[config.mk]
export PLATFORM = sky130hd
export DESIGN_NAME = utf8_to_utf16_decoder_flat
export DESIGN_NICKNAME = d
export VERILOG_FILES = /design/src/hw/rtl/utf8d_pkg.sv /design/src/hw/rtl/utf8d_byte_if.sv /design/src/hw/rtl/utf8d_unit_if.sv /design/src/hw/rtl/utf8_to_utf16_decoder.sv /design/src/flat_wrapper.sv
export SDC_FILE = /design/constraint.sdc
export NUM_CORES = 1
export LEC_CHECK = 0
export CORE_MARGIN = 3
export CORE_UTILIZATION = 40
export CTS_BUF_LIST = sky130_fd_sc_hd__clkbuf_8
export DETAILED_ROUTE_END_ITERATION = 6
export DONT_BUFFER_PORTS = 1
export PLACE_DENSITY = 0.66
export SLEW_MARGIN = 20
export SYNTH_ARGS = -nofsm -noshare
export SYNTH_HDL_FRONTEND = slang
export SYNTH_SLANG_ARGS = --single-unit
[constraint.sdc]
create_clock -name clk -period 8.8 [get_ports clk]
set_input_delay 0.88 -clock clk [delete_from_list [all_inputs] [get_ports clk]]
set_output_delay 0.88 -clock clk [all_outputs]
set_load 0.02 [all_outputs]
[src/hw/rtl/utf8d_pkg.sv]
// Shared types and constants for the UTF-8 to UTF-16 decoder.
// No dependencies; imported by the channel interfaces and the top level.
package utf8d_pkg;

	localparam int BYTE_W = 8;
	localparam int UNIT_W = 16;

	localparam logic [UNIT_W-1:0] REPLACEMENT = 16'hFFFD;

	// Length of the sequence currently being assembled.
	localparam logic [2:0] LEN_NONE  = 3'd0;
	localparam logic [2:0] LEN_TWO   = 3'd2;
	localparam logic [2:0] LEN_THREE = 3'd3;
	localparam logic [2:0] LEN_FOUR  = 3'd4;

	// Top five bits of a three-byte code point that mark a surrogate.
	localparam logic [4:0] SURROGATE_TOP = 5'b11011;

	typedef struct packed {
		logic [UNIT_W-1:0] code_unit;
		logic              decode_error;
		logic              last_of_run;
	} result_t;

endpackage

[src/hw/rtl/utf8d_byte_if.sv]
// Input channel of the decoder: one UTF-8 byte or an end-of-stream mark.
// Depends on utf8d_pkg for the byte width.
interface utf8d_byte_if;
	import utf8d_pkg::*;

	logic              valid;
	logic              ready;
	logic [BYTE_W-1:0] byte_value;
	logic              end_of_stream;

	modport source (output valid, output byte_value, output end_of_stream, input ready);
	modport sink (input valid, input byte_value, input end_of_stream, output ready);
endinterface

[src/hw/rtl/utf8d_unit_if.sv]
// Output channel of the decoder: one UTF-16 code unit with its flags.
// Depends on utf8d_pkg for the code unit width.
interface utf8d_unit_if;
	import utf8d_pkg::*;

	logic              valid;
	logic              ready;
	logic [UNIT_W-1:0] code_unit;
	logic              decode_error;
	logic              last_of_run;

	modport source (output valid, output code_unit, output decode_error, output last_of_run,
		input ready);
	modport sink (input valid, input code_unit, input decode_error, input last_of_run,
		output ready);
endinterface

[src/hw/rtl/utf8_to_utf16_decoder.sv]
// UTF-8 to UTF-16 (BMP only) decoder with U+FFFD replacement.
// Depends on utf8d_pkg, utf8d_byte_if and utf8d_unit_if.
//
// in_ch carries one byte per transaction, or an end-of-stream mark that
// flushes a pending sequence. out_ch carries decoded code units; the last
// result caused by an input transaction has last_of_run set. An input can
// cause zero, one or two results.
//
// Each accepted byte is decoded in the cycle it is taken, against the
// sequence state registers, and its results are written into a four-entry
// result queue, from which out_ch is driven once the results ahead have
// been taken. The block takes one byte per cycle while the queue has room
// for two results, so inputs that cause at most one result flow at one per
// cycle; a run of two-result inputs is held to the output rate of one
// result per cycle by that queue.
//
// When the receiver stalls, the queue fills and in_ch.ready drops until
// the queue holds two results or fewer. After a four-byte sequence the
// block reports an error and then drops every input until reset. Reset
// empties the queue and clears all sequence state.
module utf8_to_utf16_decoder (
	input  logic                 clk,
	input  logic                 arst_n,
	utf8d_byte_if.sink           in_ch,
	utf8d_unit_if.source         out_ch
);
	import utf8d_pkg::*;

	localparam int DEPTH = 4;
	localparam int PTR_W = $clog2(DEPTH);
	localparam int CNT_W = $clog2(DEPTH + 1);

	typedef struct packed {
		logic              emit;
		logic [UNIT_W-1:0] code_unit;
		logic [2:0]        exp_len;
		logic [1:0]        seen;
		logic [UNIT_W-1:0] partial;
		logic              skip;
	} lead_t;

	function automatic lead_t take_lead(input logic [BYTE_W-1:0] b);
		lead_t r;
		r = '0;
		r.exp_len = LEN_NONE;
		if (b < 8'h80) begin
			r.emit = 1'b1;
			r.code_unit = (b != 8'h00) ? {8'h00, b} : REPLACEMENT;
		end else if (b >= 8'hC2 && b <= 8'hDF) begin
			r.exp_len = LEN_TWO;
			r.seen = 2'd1;
			r.partial = {11'd0, b[4:0]};
		end else if (b >= 8'hE0 && b <= 8'hEF) begin
			r.exp_len = LEN_THREE;
			r.seen = 2'd1;
			r.partial = {12'd0, b[3:0]};
		end else if (b >= 8'hF0 && b <= 8'hF4) begin
			r.exp_len = LEN_FOUR;
			r.seen = 2'd1;
		end else begin
			r.emit = 1'b1;
			r.code_unit = REPLACEMENT;
			r.skip = 1'b1;
		end
		return r;
	endfunction

	// Sequence state.
	logic [2:0]        exp_len_q;
	logic [1:0]        seen_q;
	logic [UNIT_W-1:0] partial_q;
	logic              skip_q;
	logic              halted_q;

	// Result queue.
	result_t           queue_q [DEPTH];
	logic [PTR_W-1:0]  wr_ptr_q;
	logic [PTR_W-1:0]  rd_ptr_q;
	logic [CNT_W-1:0]  count_q;

	logic              in_fire;
	logic              out_fire;
	logic [BYTE_W-1:0] b;
	logic              cont;
	lead_t             lead;

	logic              pre_emit;
	logic [UNIT_W-1:0] pre_unit;
	logic              pre_err;
	logic              do_lead;
	logic [2:0]        exp_len_d;
	logic [1:0]        seen_d;
	logic [UNIT_W-1:0] partial_d;
	logic              skip_d;
	logic              halted_d;
	logic [15:0]       cp3;

	logic [1:0]        n_res;
	result_t           res0;
	result_t           res1;

	assign in_ch.ready = (count_q <= CNT_W'(DEPTH - 2));
	assign in_fire     = in_ch.valid && in_ch.ready;
	assign out_ch.valid = (count_q != '0);
	assign out_fire    = out_ch.valid && out_ch.ready;

	assign out_ch.code_unit    = queue_q[rd_ptr_q].code_unit;
	assign out_ch.decode_error = queue_q[rd_ptr_q].decode_error;
	assign out_ch.last_of_run  = queue_q[rd_ptr_q].last_of_run;

	assign b    = in_ch.byte_value;
	assign cont = (b[7:6] == 2'b10);
	assign lead = take_lead(b);
	assign cp3  = {partial_q[3:0], b[5:0], 6'd0};

	always_comb begin
		pre_emit  = 1'b0;
		pre_unit  = REPLACEMENT;
		pre_err   = 1'b0;
		do_lead   = 1'b0;
		exp_len_d = exp_len_q;
		seen_d    = seen_q;
		partial_d = partial_q;
		skip_d    = skip_q;
		halted_d  = halted_q;

		if (halted_q) begin
			// Everything is dropped until reset.
		end else if (in_ch.end_of_stream) begin
			pre_emit  = (exp_len_q != LEN_NONE);
			exp_len_d = LEN_NONE;
			seen_d    = '0;
			partial_d = '0;
			skip_d    = 1'b0;
		end else if (skip_q) begin
			if (!cont) begin
				do_lead = 1'b1;
			end
		end else begin
			case (exp_len_q)
				LEN_TWO: begin
					if (cont) begin
						pre_emit  = 1'b1;
						pre_unit  = {5'd0, partial_q[4:0], b[5:0]};
						exp_len_d = LEN_NONE;
						seen_d    = '0;
						partial_d = '0;
					end else begin
						pre_emit = 1'b1;
						do_lead  = 1'b1;
					end
				end
				LEN_THREE: begin
					if (!cont) begin
						pre_emit = 1'b1;
						do_lead  = 1'b1;
					end else if (seen_q == 2'd1) begin
						// Overlong forms and surrogates are rejected on the second byte.
						if (cp3[15:11] == 5'd0 || cp3[15:11] == SURROGATE_TOP) begin
							pre_emit  = 1'b1;
							exp_len_d = LEN_NONE;
							seen_d    = '0;
							partial_d = '0;
							skip_d    = 1'b1;
						end else begin
							partial_d = cp3;
							seen_d    = 2'd2;
						end
					end else begin
						pre_emit  = 1'b1;
						pre_unit  = {partial_q[15:6], b[5:0]};
						exp_len_d = LEN_NONE;
						seen_d    = '0;
						partial_d = '0;
					end
				end
				LEN_FOUR: begin
					if (seen_q == 2'd3) begin
						pre_emit  = 1'b1;
						pre_unit  = '0;
						pre_err   = 1'b1;
						exp_len_d = LEN_NONE;
						seen_d    = '0;
						partial_d = '0;
						halted_d  = 1'b1;
					end else begin
						seen_d = seen_q + 2'd1;
					end
				end
				default: begin
					do_lead = 1'b1;
				end
			endcase
		end

		if (do_lead) begin
			exp_len_d = lead.exp_len;
			seen_d    = lead.seen;
			partial_d = lead.partial;
			skip_d    = lead.skip;
		end
	end

	always_comb begin
		res0 = '0;
		res1 = '0;
		n_res = 2'd0;
		if (pre_emit && do_lead && lead.emit) begin
			n_res = 2'd2;
			res0 = '{code_unit: pre_unit, decode_error: pre_err, last_of_run: 1'b0};
			res1 = '{code_unit: lead.code_unit, decode_error: 1'b0, last_of_run: 1'b1};
		end else if (pre_emit) begin
			n_res = 2'd1;
			res0 = '{code_unit: pre_unit, decode_error: pre_err, last_of_run: 1'b1};
		end else if (do_lead && lead.emit) begin
			n_res = 2'd1;
			res0 = '{code_unit: lead.code_unit, decode_error: 1'b0, last_of_run: 1'b1};
		end
	end

	always_ff @(posedge clk or negedge arst_n) begin
		if (!arst_n) begin
			exp_len_q <= LEN_NONE;
			seen_q    <= '0;
			partial_q <= '0;
			skip_q    <= 1'b0;
			halted_q  <= 1'b0;
		end else if (in_fire) begin
			exp_len_q <= exp_len_d;
			seen_q    <= seen_d;
			partial_q <= partial_d;
			skip_q    <= skip_d;
			halted_q  <= halted_d;
		end
	end

	always_ff @(posedge clk or negedge arst_n) begin
		if (!arst_n) begin
			wr_ptr_q <= '0;
			rd_ptr_q <= '0;
			count_q  <= '0;
		end else begin
			if (in_fire) begin
				wr_ptr_q <= wr_ptr_q + PTR_W'(n_res);
			end
			if (out_fire) begin
				rd_ptr_q <= rd_ptr_q + PTR_W'(1);
			end
			count_q <= count_q + (in_fire ? CNT_W'(n_res) : CNT_W'(0))
				- (out_fire ? CNT_W'(1) : CNT_W'(0));
		end
	end

	always_ff @(posedge clk) begin
		if (in_fire && n_res != 2'd0) begin
			queue_q[wr_ptr_q] <= res0;
			if (n_res == 2'd2) begin
				queue_q[wr_ptr_q + PTR_W'(1)] <= res1;
			end
		end
	end

endmodule

[src/flat_wrapper.sv]
// flat-port wrapper written by rule: the top's interface ports become plain ports
module utf8_to_utf16_decoder_flat import utf8d_pkg::*;
  (clk, arst_n, in_ch_valid, in_ch_byte_value, in_ch_end_of_stream, in_ch_ready, out_ch_valid, out_ch_code_unit, out_ch_decode_error, out_ch_last_of_run, out_ch_ready);
  utf8d_byte_if in_ch_i ();
  utf8d_unit_if out_ch_i ();
  input  logic clk;
  input  logic arst_n;
  input wire logic [$bits(in_ch_i.valid)-1:0] in_ch_valid;
  input wire logic [$bits(in_ch_i.byte_value)-1:0] in_ch_byte_value;
  input wire logic [$bits(in_ch_i.end_of_stream)-1:0] in_ch_end_of_stream;
  output wire logic [$bits(in_ch_i.ready)-1:0] in_ch_ready;
  output wire logic [$bits(out_ch_i.valid)-1:0] out_ch_valid;
  output wire logic [$bits(out_ch_i.code_unit)-1:0] out_ch_code_unit;
  output wire logic [$bits(out_ch_i.decode_error)-1:0] out_ch_decode_error;
  output wire logic [$bits(out_ch_i.last_of_run)-1:0] out_ch_last_of_run;
  input wire logic [$bits(out_ch_i.ready)-1:0] out_ch_ready;
  assign in_ch_i.valid = in_ch_valid;
  assign in_ch_i.byte_value = in_ch_byte_value;
  assign in_ch_i.end_of_stream = in_ch_end_of_stream;
  assign in_ch_ready = in_ch_i.ready;
  assign out_ch_valid = out_ch_i.valid;
  assign out_ch_code_unit = out_ch_i.code_unit;
  assign out_ch_decode_error = out_ch_i.decode_error;
  assign out_ch_last_of_run = out_ch_i.last_of_run;
  assign out_ch_i.ready = out_ch_ready;
  utf8_to_utf16_decoder u_core (.clk(clk), .arst_n(arst_n), .in_ch(in_ch_i), .out_ch(out_ch_i));
endmodule
==> Word level (Yosys, flattened, before mapping) <==
Memories as Yosys holds them, arrays and structs flattened.
Index checks and enable logic that the tools add are counted.
{ "op_classes": {"addsub": 6, "order_cmp": 8, "n_eq_ne": 14, "mux": 90, "n_reduce_logical": 21} }
{ "ops": {"columns": ["cell", "count"], "rows": [
  ["two-way mux 16 bit", 17],
  ["case mux 16 bit (3 select lines)", 2],
  ["two-way mux 18 bit", 4],
  ["two-way mux 17 bit", 4],
  ["two-way mux 1 bit", 33],
  ["two-way mux 3 bit", 9],
  ["greater-or-equal comparator 8 bit, second input constant", 3],
  ["<= comparator 8 bit, second input constant", 3],
  ["two-way mux 2 bit", 12],
  ["two-way mux 22 bit", 1],
  ["two-way mux 21 bit", 1],
  ["!= test 4 x 2 -> 1 bit, second input constant", 3],
  ["two-way mux 5 bit", 2],
  ["logical AND 1 bit", 9],
  ["case mux 3 bit (3 select lines)", 1],
  ["< comparator 8 bit, second input constant", 1],
  ["AND reduction 8 bit", 1],
  ["nonzero test 8 bit", 1],
  ["AND reduction 7 bit", 1],
  ["adder 2 x 1 -> 2 bit, second input constant", 3],
  ["== test 2 bit, second input constant", 3],
  ["== test 3 x 2 -> 1 bit, second input constant", 2],
  ["case mux 2 bit (3 select lines)", 1],
  ["AND reduction 6 bit", 1],
  ["other kinds (20)", 21]
]} }
{ "word_totals": {"regBits": 30, "mem_bits_rw": 72, "in_bits": 13, "output_inout_bits": 20, "elab_cells": 148, "n_memories": 1} }
{ "mem_list": {"columns": ["memory", "depth", "word_bits", "rd", "rd_ports_with_merged_regs", "wr", "line", "rtl"], "rows": [
  ["u_core.queue_q", 4, 18, 1, 0, 2, "utf8_to_utf16_decoder.sv:76", "result_t queue_q [DEPTH];"]
]} }

==> Longest topological paths before layout <==
Gate-level depths: netlist of run 1.
{ "logic_depth": {"depth_word": 16, "mapped_depth": 14, "mapped_depth_nobuf": 12} }

==> Worst setup path after synthesis of run 1 <==
Ideal clock, no wire load.
{ "synth_timing": {"path_type": "input to register", "startpoint": "input in_ch_byte_value[5]", "endpoint": "memory u_core.queue_q[3][0] (netlist name), enable pin", "setup_time_ns": 0.415, "arrival_ns": 3.531, "setup_slack_ns": 4.855, "stages": 7, "path_buffers": 2, "path_cell_list": "buf_6 > or4_4 > a21oi_4 > o211a_4 > buf_4 > nor3_1 > o21ai_0"} }
{ "synth_lines": {"columns": ["element", "line", "rtl"], "rows": [
  ["start, declared", "flat_wrapper.sv:9", "input wire logic [$bits(in_ch_i.byte_value)-1:0] in_ch_byte_value;"],
  ["end, declared", "utf8_to_utf16_decoder.sv:76", null]
]} }

==> Worst setup path after layout of run 1 <==
{ "layout_timing": {"startpoint": "input in_ch_byte_value[7]", "endpoint": "register u_core.count_q[2]"} }
{ "layout_between": {"elab_chain_cells": 13} }
{ "layout_lines": {"columns": ["element", "line", "rtl"], "rows": [
  ["greater-or-equal comparator 8 bit, or another cell as far along", "utf8_to_utf16_decoder.sv:57", "end else if (b >= 8'hF0 && b <= 8'hF4) begin"],
  ["logical AND 1 bit or two-way mux 1 bit (tied branches)", null, null],
  ["two-way mux 17 bit or case mux 1 bit (2 select lines) (tied branches)", "utf8_to_utf16_decoder.sv:57, utf8_to_utf16_decoder.sv:140", null],
  ["two-way mux 17 bit or two-way mux 1 bit (tied branches)", "utf8_to_utf16_decoder.sv:53, utf8_to_utf16_decoder.sv:135", null],
  ["two-way mux 17 bit or two-way mux 1 bit (tied branches)", "utf8_to_utf16_decoder.sv:49, utf8_to_utf16_decoder.sv:129", null],
  ["two-way mux 17 bit or two-way mux 1 bit (tied branches)", "utf8_to_utf16_decoder.sv:46, utf8_to_utf16_decoder.sv:127", null],
  ["logical AND 1 bit", "utf8_to_utf16_decoder.sv:215", "end else if (do_lead && lead.emit) begin"],
  ["two-way mux 1 bit", "utf8_to_utf16_decoder.sv:215", null],
  ["two-way mux 2 bit", "utf8_to_utf16_decoder.sv:212", "end else if (pre_emit) begin"],
  ["two-way mux 2 bit *", "utf8_to_utf16_decoder.sv:208", "if (pre_emit && do_lead && lead.emit) begin"],
  ["two-way mux 2 bit *", "utf8_to_utf16_decoder.sv:249", "count_q <= count_q + (in_fire ? CNT_W'(n_res) : CNT_W'(0))"],
  ["adder 3 bit *", "utf8_to_utf16_decoder.sv:249", null],
  ["subtractor 3 bit *", "utf8_to_utf16_decoder.sv:250", "- (out_fire ? CNT_W'(1) : CNT_W'(0));"],
  ["end signal, assigned", "utf8_to_utf16_decoder.sv:249", null],
  ["end, declared", "utf8_to_utf16_decoder.sv:79", "logic [CNT_W-1:0] count_q;"]
]} }
Mark *: on every way between the ends. The rest lies on a longest branch, timed or not.
A chain may end at the register's enable or synchronous reset.

==> flow_summary.toml, run 1 <==
[setup_path]
regToRegEndpoint = "u_core.count_q[2]"
worstPathArrival_ns = 4.03
critPathKind = "in -> reg"
crit_path_end_kind = "flip-flop"
critPathRequiredTime_ns = 9.10
start_kind = "input port"
ff2ff_setup_slack_ns = 5.21
r2r_cells = 11
reg2reg_from = "u_core.seen_q[1]"
crit_path_max_fanout = 29

[synthesis]
synth_top_cell_by_area = "edfxtp_1"
syn_nets = 532
yosys-top-cells-area = "edfxtp_1 35%, dfrtp_1 12%, mux4_2 6.9%"
yosysUniqueCellTypes = 70
synth_area_sq_um = 5833
synth_top_area_share_pct = 35.01
synthFlopType = "edfxtp_1"
synthCells = 512
yosys_warnings = 0
synth_commonest_cells = "68 x edfxtp_1, 44 x o31ai_1, 36 x nand2_1"
avgSynthCellArea_sq_um = 11.39
ys_seq_elements = 101
async_flop_share_pct = 28.71
ys_seq_area_share_pct = 48.82
synth_edf_count = 68
synth_most_common_cell = "edfxtp_1"

[die]
io_pins = 33
rows = 43
die_h_um = 126.8
fp.dieArea_sq_um = 16070
die_w_um = 126.8
start_util_pct = 41.38
core_sq_um = 14100

[clocking]
htree_num_levels = 3
clock_tree.root_cell = "clkbuf_8"
post_cts.repair.setup_buffers = 0
clockBufferDepth = 2
post_cts_resize_count = 0
cts.sinks = 101
path_clk_slew_ns = 0.10
numCtsBuffers = 9
clk_latency_ns = 0.38
hold_buffers = 0
cts_tree = "yes"

[sta]
tightest_slew_ns = 0.9606
relSlewSlack_pct = 35.57
period_minus_slack_ns = 3.721
worst_slack_ns = 5.079
hold_slack_ns = 0.1820
period_share_pct = 42.28
rsz0062_at_grt = "no"
setup_violations = 0
drv_slew = 0
skew_ns = 0.01502
tns_ns = 0
fmax_ghz = 0.2688
hold_violations = 0

[final_layout]
fin_util_pct = 43.42
nets = 512
fillers = 1344
drive_gt1_share_pct = 13.68
finalInstanceArea_sq_um = 6121
n_antenna_cell = 0
area_growth_pct = 4.934

[routing]
vias_per_cell = 6.400
drt_wl_total_um = 14810
drt_iter0_markers = 513
ant_nets = 0
vias = 4333
drcViolationCount = 0
first_pass_iters = 5
wl_per_cell_um = 21.88

[outcome]
status = "completed"

[job]
drv_cap = 0

[power]
p_per_area_nw_per_um2 = 259.8
leakage_nw = 1.993
ir_drop_uv = 103.3

[placement]
hpwlAfterDp_um = 10530
place.port_buffers = 0
dpl-instance-area_sq_um = 5894
pre_cts_slack_ns = 4.722
gp_congestion = 0.9681

[grt]
grt.total_usage_pct = 18.99
grt_max_degree = 37
grt_pass1_vias = 4266
grt_antenna_before_repair = 0
grt_pass1_wl_um = 24030
grt-ovfl-total = 0

[min_path]
hp-class = "in -> async"
[cells in the final DEF, fill, tap and decap left out, types with 9 or more instances in the layout]
cell type / n
a21oi_1: 17
a32oi_1: 11
clkbuf_8: 9
dfrtp_1: 29
edfxtp_1: 68
inv_1: 26
mux2i_1: 15
mux4_2: 18
nand2_1: 36
nand3_1: 10
nor2_1: 22
nor3_1: 16
o211ai_1: 11
o21ai_0: 21
o22ai_1: 22
o31ai_1: 44
[registers in the layout (all words and copies together), names as in the netlist]
name              cells
u_core.queue_q       72
u_core.partial_q     15
u_core.count_q        3
u_core.exp_len_q      3
u_core.rd_ptr_q       2
u_core.seen_q         2
u_core.wr_ptr_q       2
u_core.halted_q       1
u_core.skip_q         1
[where the power goes]
group          internal, mW  total (mW)  switching, mW
combinational         0.224       0.642          0.418
clock                 0.136       0.307          0.171
sequential            0.575       0.641         0.0659
[worst max-delay path, stage by stage]
cell	delay, ns
nor2b_1	0.63
o21ai_1	0.34
and3_2	0.52
nor3_1	0.55
nor3_1	0.12
ha_1	0.23
fa_1	0.39
xnor2_1	0.22
xnor2_1	0.13
[metrics by stage]
step	std cells	total power, mW
final	677	1.590
after detailed placement	661	1.292
after global placement	661	1.277
after global routing	677	1.681
after CTS	677	1.595
after floorplan	512	1.170
[worst max path at each step]
stage / from / to / slack (ns) / cells after the start
2_1_floorplan: in_ch_byte_value[5] / u_core.queue_q[3][0] / 4.85 / 7
3_3_place_gp: in_ch_byte_value[7] / u_core.count_q[2] / 4.79 / 9
3_5_place_dp: in_ch_byte_value[7] / u_core.count_q[2] / 4.72 / 9
4_1_cts: in_ch_byte_value[7] / u_core.count_q[2] / 5.12 / 9
5_1_grt: in_ch_byte_value[7] / u_core.count_q[2] / 4.87 / 9
6_report: in_ch_byte_value[7] / u_core.count_q[2] / 5.08 / 9
[cell families after synthesis]
family                   Yosys count  share of synthesized area (%)
AND/OR/NAND/NOR                  134                          12.57
multiplexers                      38                          10.49
adder cells (fa/ha/maj)            7                          1.630
flip-flops                       101                          48.82
buffers and inverters             62                          5.126
XOR/XNOR                           4                         0.6007
AO/OA/AOI/OAI                    166                          20.76
[metal layers]
metal	global-route usage [%]	vias to the layer above	wire [um]
met5	0	-	0
met4	6.183	0	276
met3	4.379	19	1129
met2	30.17	202	7086
met1	25.86	2125	6321
li1	-	1987	-
[layout make-up]
type / count / area [sq um] / share of cell area, %
clock buffer: 9 / 123.9 / 2.024
inverter: 26 / 97.59 / 1.594
multi-input combinational: 349 / 2706 / 44.22
timing repair buffer: 5 / 37.54 / 0.6132
tap: 180 / 225.2 / 3.679
sequential: 101 / 2848 / 46.52
clock inverter: 7 / 82.58 / 1.349
Power figures use the tool's default switching activity.
==> run 2: changes to the inputs <==
--- a/config.mk
+++ b/config.mk
@@ -5,12 +5,13 @@
 export SDC_FILE = /design/constraint.sdc
 export NUM_CORES = 1
 export LEC_CHECK = 0
+export ABC_AREA = 1
 export CORE_MARGIN = 3
 export CORE_UTILIZATION = 40
 export CTS_BUF_LIST = sky130_fd_sc_hd__clkbuf_8
 export DETAILED_ROUTE_END_ITERATION = 6
 export DONT_BUFFER_PORTS = 1
-export PLACE_DENSITY = 0.66
+export PLACE_DENSITY = 0.68
 export SLEW_MARGIN = 20
 export SYNTH_ARGS = -nofsm -noshare
 export SYNTH_HDL_FRONTEND = slang
==> constraint.sdc (replaced) <==
create_clock -name clk -period 3.2 [get_ports clk]
set_input_delay 0.32 -clock clk [delete_from_list [all_inputs] [get_ports clk]]
set_output_delay 0.32 -clock clk [all_outputs]
set_load 0.02 [all_outputs]
==> run 2 against run 1 <==
  * Synthesized cell count up 32%
  * Via count up 10%
  * Sequential cell count unchanged
  * First-iteration DRC count down 25%
  * Register-to-register slack worse by 4.7 ns
  * Clock skew down 0.0082 ns
  * Worst hold slack worse by 0.11 ns
  * Die area down 2.6%
  * Critical path type is now reg -> reg
==> flow_summary.toml, run 2 <==
[clocking]
path_clk_slew_ns = 0.10
cts_tree = "yes"
clockBufferDepth = 2
clk_latency_ns = 0.39
cts.sinks = 101
htree_num_levels = 3
post_cts_resize_count = 0
clock_tree.root_cell = "clkbuf_8"
numCtsBuffers = 9

[die]
start_util_pct = 41.84
io_pins = 33
rows = 42
die_w_um = 125.1
fp.dieArea_sq_um = 15650
core_sq_um = 13560
die_h_um = 125.1

[setup_path]
crit_start = "u_core.exp_len_q[1]"
r2r_cells = 12
start_kind = "flip-flop"
crit_path_end_kind = "flip-flop"
reg2reg_from = "u_core.exp_len_q[1]"
critPathKind = "reg -> reg"
ff2ff_setup_slack_ns = 0.55
regToRegEndpoint = "u_core.queue_q[3][6]"
critPathRequiredTime_ns = 3.29
crit_path_max_fanout = 17
worstPathArrival_ns = 2.73

[routing]
first_pass_iters = 5
ant_nets = 0
vias = 4775
drcViolationCount = 0
wl_per_cell_um = 17.27
drt_iter0_markers = 386
drt_wl_total_um = 14850
vias_per_cell = 5.552

[synthesis]
synth_most_common_cell = "nand2_1"
async_flop_share_pct = 28.71
synthMuxAreaShare_pct = 0.1985
synthCells = 676
synthAdderAreaFrac_pct = 1.676
synth_edf_count = 68
yosys-top-cells-area = "edfxtp_1 36%, dfrtp_1 13%, nand2_1 8.6%"
synthFlopType = "edfxtp_1"
ys_seq_elements = 101
synth_top_cell_by_area = "edfxtp_1"
synth_top_area_share_pct = 35.99
synthSimpleGateAreaFrac_pct = 24.90
synth_area_sq_um = 5673
synth_commonest_cells = "130 x nand2_1, 97 x o21ai_0, 68 x edfxtp_1"
synth_top_family_by_area = "simple AND/OR/NAND/NOR gates"
synth_xor_area_share_pct = 0.6176
synth_compound_area_share_pct = 15.15
ys_seq_area_share_pct = 50.20
yosysUniqueCellTypes = 40
avgSynthCellArea_sq_um = 8.392
yosys_warnings = 0
syn_nets = 696

[min_path]
whs_path_depth = 2
holdPathEnd = "u_core.partial_q[2]"
hp-class = "in -> reg"
hold_start = "in_ch_byte_value[2]"

[grt]
busiest_layer = "met2"
grt-ovfl-total = 0
use_met3_pct = 4.691
grt_pass1_wl_um = 24500
grt_antenna_before_repair = 1
grt_pass1_vias = 4544
use_met1_pct = 26.56
gr-usage-met2_pct = 31.03
grt.total_usage_pct = 19.46
grt_max_degree = 38

[placement]
hpwlAfterDp_um = 10940
place.port_buffers = 0
gp_congestion = 0.9338
dpl-instance-area_sq_um = 5889

[final_layout]
finalInstanceArea_sq_um = 6157
nets = 699
final_cell_mix = "130 x nand2_1, 97 x o21ai_0, 68 x edfxtp_1, 64 x nor2_1, 62 x inv_1"
largest_reg_flops = 72
n_antenna_cell = 0
top_regs = "u_core.queue_q: 72 flops, u_core.partial_q: 15 flops"
area_growth_pct = 8.536
final_common_cell = "nand2_1"
drive_gt1_share_pct = 10.23
regMostFlops = "u_core.queue_q"

[power]
p_seq_share_pct = 44.3
leakage_nw = 2.424
p_per_area_nw_per_um2 = 534.7
swShare_pct = 36.18
p_int_mw = 2.101
clkPwrFrac_pct = 28.9
power.share.combinational_pct = 26.8
switchingPower_mw = 1.191
ir_drop_uv = 200.7

[sta]
period_share_pct = 82.80
skew_ns = 0.006778
fmax_ghz = 0.3774
relSlewSlack_pct = 42.80
hold_violations = 0
rsz0062_at_grt = "no"
setup_violations = 0
period_minus_slack_ns = 2.650
tns_ns = 0
drv_slew = 0
tightest_slew_ns = 0.8549

[job]
drv_cap = 0

[outcome]
status = "completed"
[run 2: cell types whose count changed after synthesis, moves of 11 or more]
cell      previous run  this run
nand2_1             36       130
o21ai_0             22        97
nor2_1              22        64
o31ai_1             44         3
nand3_1             10        50
inv_1               26        62
mux4_2              18         0
mux2i_1             15         0
clkbuf_1            24        10
a32oi_1             11         0
buf_2                1        12
o211ai_1            11         0
[run 2: area by class of cell]
type                       count  area [sq um]
timing repair buffer          19         157.7
fill                        1344          7401
clock inverter                 7         113.9
tap                          176         220.2
sequential                   101          2848
inverter                      74         280.3
multi-input combinational    474          2414
clock buffer                   9         123.9
[run 2: power by group through the flow]
stage	sequential (mW)	combinational, mW	clock (mW)
detailed placement	1.49	0.880	0
global placement	1.49	0.858	0
global route	1.46	0.981	1.03
floorplan	1.47	0.672	0
CTS	1.46	0.894	0.980
finish	1.46	0.881	0.953
[run 2: critical path: stages, from the launching register on]
cell,delay (ns)
dfrtp_1,0.40
inv_1,0.12
nor2_4,0.06
nand2_1,0.07
nand2_1,0.08
nand2_2,0.11
nand4_4,0.17
nor2_4,0.33
inv_1,0.14
nand2_4,0.13
nand3_1,0.31
nand2_1,0.17
buf_4,0.25
[run 2: worst max path at each step]
stage / end / slack (ns) / cells after the start
finish: u_core.queue_q[3][6] / 0.55 / 12
floorplan: u_core.count_q[2] / 0.58 / 9
global route: u_core.queue_q[3][5] / 0.30 / 12
detailed placement: u_core.queue_q[3][8] / 0.57 / 12
global placement: u_core.queue_q[3][2] / 0.69 / 12
CTS: u_core.queue_q[3][5] / 0.56 / 12
[run 2: timing repair]
item | 4_1_cts | 5_1_grt
setup buffers | 0 | 0
hold endpoints to repair | 29 | 0
hold buffers | 2 | 0
[run 2: per-stage QoR]
step	utilization (%)	worst slack, ns	total power, mW	cells	hold slack, ns
after global placement	43.44	0.6949	2.345	842	0.02520
after detailed placement	43.44	0.5698	2.367	842	0.02534
after floorplan	-	0.5795	2.146	676	0.02441
after CTS	45.41	0.5583	3.332	860	0.05792
final	45.41	0.5504	3.292	860	0.07620
after global routing	45.41	0.3049	3.473	860	0.06762
[run 2: cells by family (layout without fill, tap and decap cells)]
group	count (synthesis)	after routing
flip-flops	101	101
XOR/XNOR	4	4
adder cells (fa/ha/maj)	7	7
AND/OR/NAND/NOR	301	301
AO/OA/AOI/OAI	161	161
buffers and inverters	101	109
multiplexers	1	1
[run 2: metal layers]
metal,vias up,part of all wire [%]
met5,-,0.088
met4,2,1.8
met3,23,6.3
met2,173,47
met1,2254,45
li1,2323,-
==> run 3: changes to the inputs <==
--- a/config.mk
+++ b/config.mk
@@ -5,7 +5,7 @@
 export SDC_FILE = /design/constraint.sdc
 export NUM_CORES = 1
 export LEC_CHECK = 0
-export ABC_AREA = 1
+export ABC_AREA = 0
 export CORE_MARGIN = 3
 export CORE_UTILIZATION = 40
 export CTS_BUF_LIST = sky130_fd_sc_hd__clkbuf_8
==> constraint.sdc (replaced) <==
create_clock -name clk -period 2.12 [get_ports clk]
set_input_delay 0.212 -clock clk [delete_from_list [all_inputs] [get_ports clk]]
set_output_delay 0.212 -clock clk [all_outputs]
set_load 0.02 [all_outputs]
==> run 3 against run 2 <==
  * The run now ends with setup timing left
  * Setup slack worse by 1.0 ns
  * Largest cell class is now multi-input combinational cells
  * Design area is 35% higher
  * Sequential power is 72% higher
  * Routed wire length is 25% higher
  * Count of clock-buffer cells in the layout stayed put
  * Clock skew is 0.0071 ns higher
  * Sequential share of layout area is 12 points lower
  * Cell count is 5.2% lower
  * Combinational power grew to 5.5 times the previous value
  * Utilization is 13 points higher
  * Via count is 6.3% higher
  * Register-to-register slack worse by 1.0 ns
==> flow_summary.toml, run 3 (same netlist as run 1, synthesis figures left out) <==
[final_layout]
final_common_cell = "buf_4"
drive_gt1_share_pct = 46.14
ff_latch_area_sq_um = 2848
multiInputGateArea_sq_um = 3568
area_growth_pct = 42.02
largest_reg_flops = 72
top_regs = "u_core.queue_q: 72 flops, u_core.partial_q: 15 flops"
fin_util_pct = 58.77
n_antenna_cell = 0
nets = 651
regMostFlops = "u_core.queue_q"
fillers = 1121
instances_no_fill = 815
final_cell_mix = "93 x buf_4, 68 x edfxtp_1, 33 x nand2_1, 29 x dfrtp_1, 24 x inv_1"

[clocking]
numCtsBuffers = 9
cts_tree = "yes"
cts.sinks = 101
clk_latency_ns = 0.39
clock_tree.root_cell = "clkbuf_8"
clockBufferDepth = 2
path_clk_slew_ns = 0.11
htree_num_levels = 3

[sta]
setup_violations = 161
worst_slack_ns = -0.4707
tightest_slew_ns = 0.9064
period_share_pct = 122.2
relSlewSlack_pct = 39.57
fmax_ghz = 0.3860
period_minus_slack_ns = 2.591
drv_slew = 0
hold_violations = 0
rsz0062_at_grt = "yes"
skew_ns = 0.01387
hold_slack_ns = 0.1022

[outcome]
status = "finished with violations"
violations = "setup timing"

[grt]
grt_antenna_before_repair = 0
grt_max_degree = 30
grt.total_usage_pct = 22.70
grt_pass1_wl_um = 28680
grt-ovfl-total = 0
grt_pass1_vias = 5062

[setup_path]
crit_family = "buffers and inverters"
critPathKind = "reg -> reg"
reg2reg_from = "u_core.partial_q[3]"
crit_path_end_kind = "flip-flop"
crit_path_max_fanout = 9
path_cells = "buf_4 > nand4_1 > a21oi_4 > buf_4 > buf_6 > o211a_4 > buf_6 > buf_12 > a211oi_4 > buf_6 > buf_16 > o31ai_1"
path_buf_inv = 7
critPathRequiredTime_ns = 2.26
worst_path_most_repeated_cell = "buf_6"
start_kind = "flip-flop"
worst_path_largest_cell_delay_ns = 0.39
worstPathArrival_ns = 2.73
slowest_stage = "dfrtp_1"
crit_start = "u_core.partial_q[3]"

[placement]
pre_cts_slack_ns = -0.4159
gp_congestion = 0.8792
place.port_buffers = 0
dpl.cell_count = 753
hpwlAfterDp_um = 11610

[die]
core_sq_um = 14100
rows = 43
fp.dieArea_sq_um = 16070
die_h_um = 126.8
start_util_pct = 41.38
die_w_um = 126.8
io_pins = 33

[routing]
vias = 5075
drt_iter0_markers = 451
vias_per_cell = 6.227
first_pass_iters = 5
ant_nets = 0
drcViolationCount = 0
drt_wl_total_um = 18550
wl_per_cell_um = 22.76

[min_path]
hp-class = "in -> reg"
hold_start = "in_ch_valid"

[power]
ir_drop_uv = 373.1
p_per_area_nw_per_um2 = 1031
leakage_nw = 2.935

[job]
drv_cap = 0
run 3: cell types whose count changed in the layout (fill, tap and decap cells not counted), sizes merged, moves of 42 or more:
cell / change
nand3: -42
o21ai: -82
buf: +110
inv: -46
nand2: -101
nor2: -48
run 3: report_power, final:
group          internal [mW]  switching, mW
registers               2.39          0.125
clock network          0.443          0.746
logic                   2.14           2.70
total                   4.97           3.57
run 3: worst paths after layout:
path                                    endpoint  slack (ns)  depth (start not counted)
max in group asynchronous    u_core.partial_q[7]        1.70                          2
hold reg to reg               u_core.rd_ptr_q[1]        0.48                          1
setup reg to reg           u_core.queue_q[1][15]       -0.47                         12
min in group asynchronous       u_core.seen_q[0]        0.24                          2
setup / recovery           u_core.queue_q[1][15]       -0.47                         12
hold / removal                   u_core.halted_q        0.10                          2
run 3: final cells by class:
cell class              instances  area share (%)
inverters                      26           1.178
clock inverters                 6          0.6343
clock buffers                   9           1.495
well taps                     180           2.719
repair buffers                137           16.52
multi-input cells             356           43.08
flip-flops and latches        101           34.38
run 3: routing by layer:
layer / share of wire [%] / track usage [%] / vias up
li1: - / - / 2283
met3: 7.4 / 5.811 / 24
met1: 41 / 30.30 / 2553
met5: 0 / 0 / -
met2: 50 / 37.30 / 215
met4: 1.5 / 5.426 / 0
run 3: stage by stage:
| stage | cell area, sq um | power (mW) | TNS (ns) |
|---|---|---|---|
| final | 8284 | 8.541 | -52.66 |
| after global routing | 8284 | 8.944 | -63.69 |
| after CTS | 8018 | 8.264 | -43.31 |
| after detailed placement | 6888 | 6.203 | -36.92 |
| after global placement | 6888 | 6.114 | -31.24 |
| after floorplan | 6033 | 5.058 | -15.74 |
run 3: repair_timing:
item                       CTS  global route
cloned                      13             2
gates resized for setup     92            45
hold endpoints to repair    40             0
setup endpoints to repair  161           164
pin swaps                   23            32
hold buffers                 9             0
buffers inserted            18             9
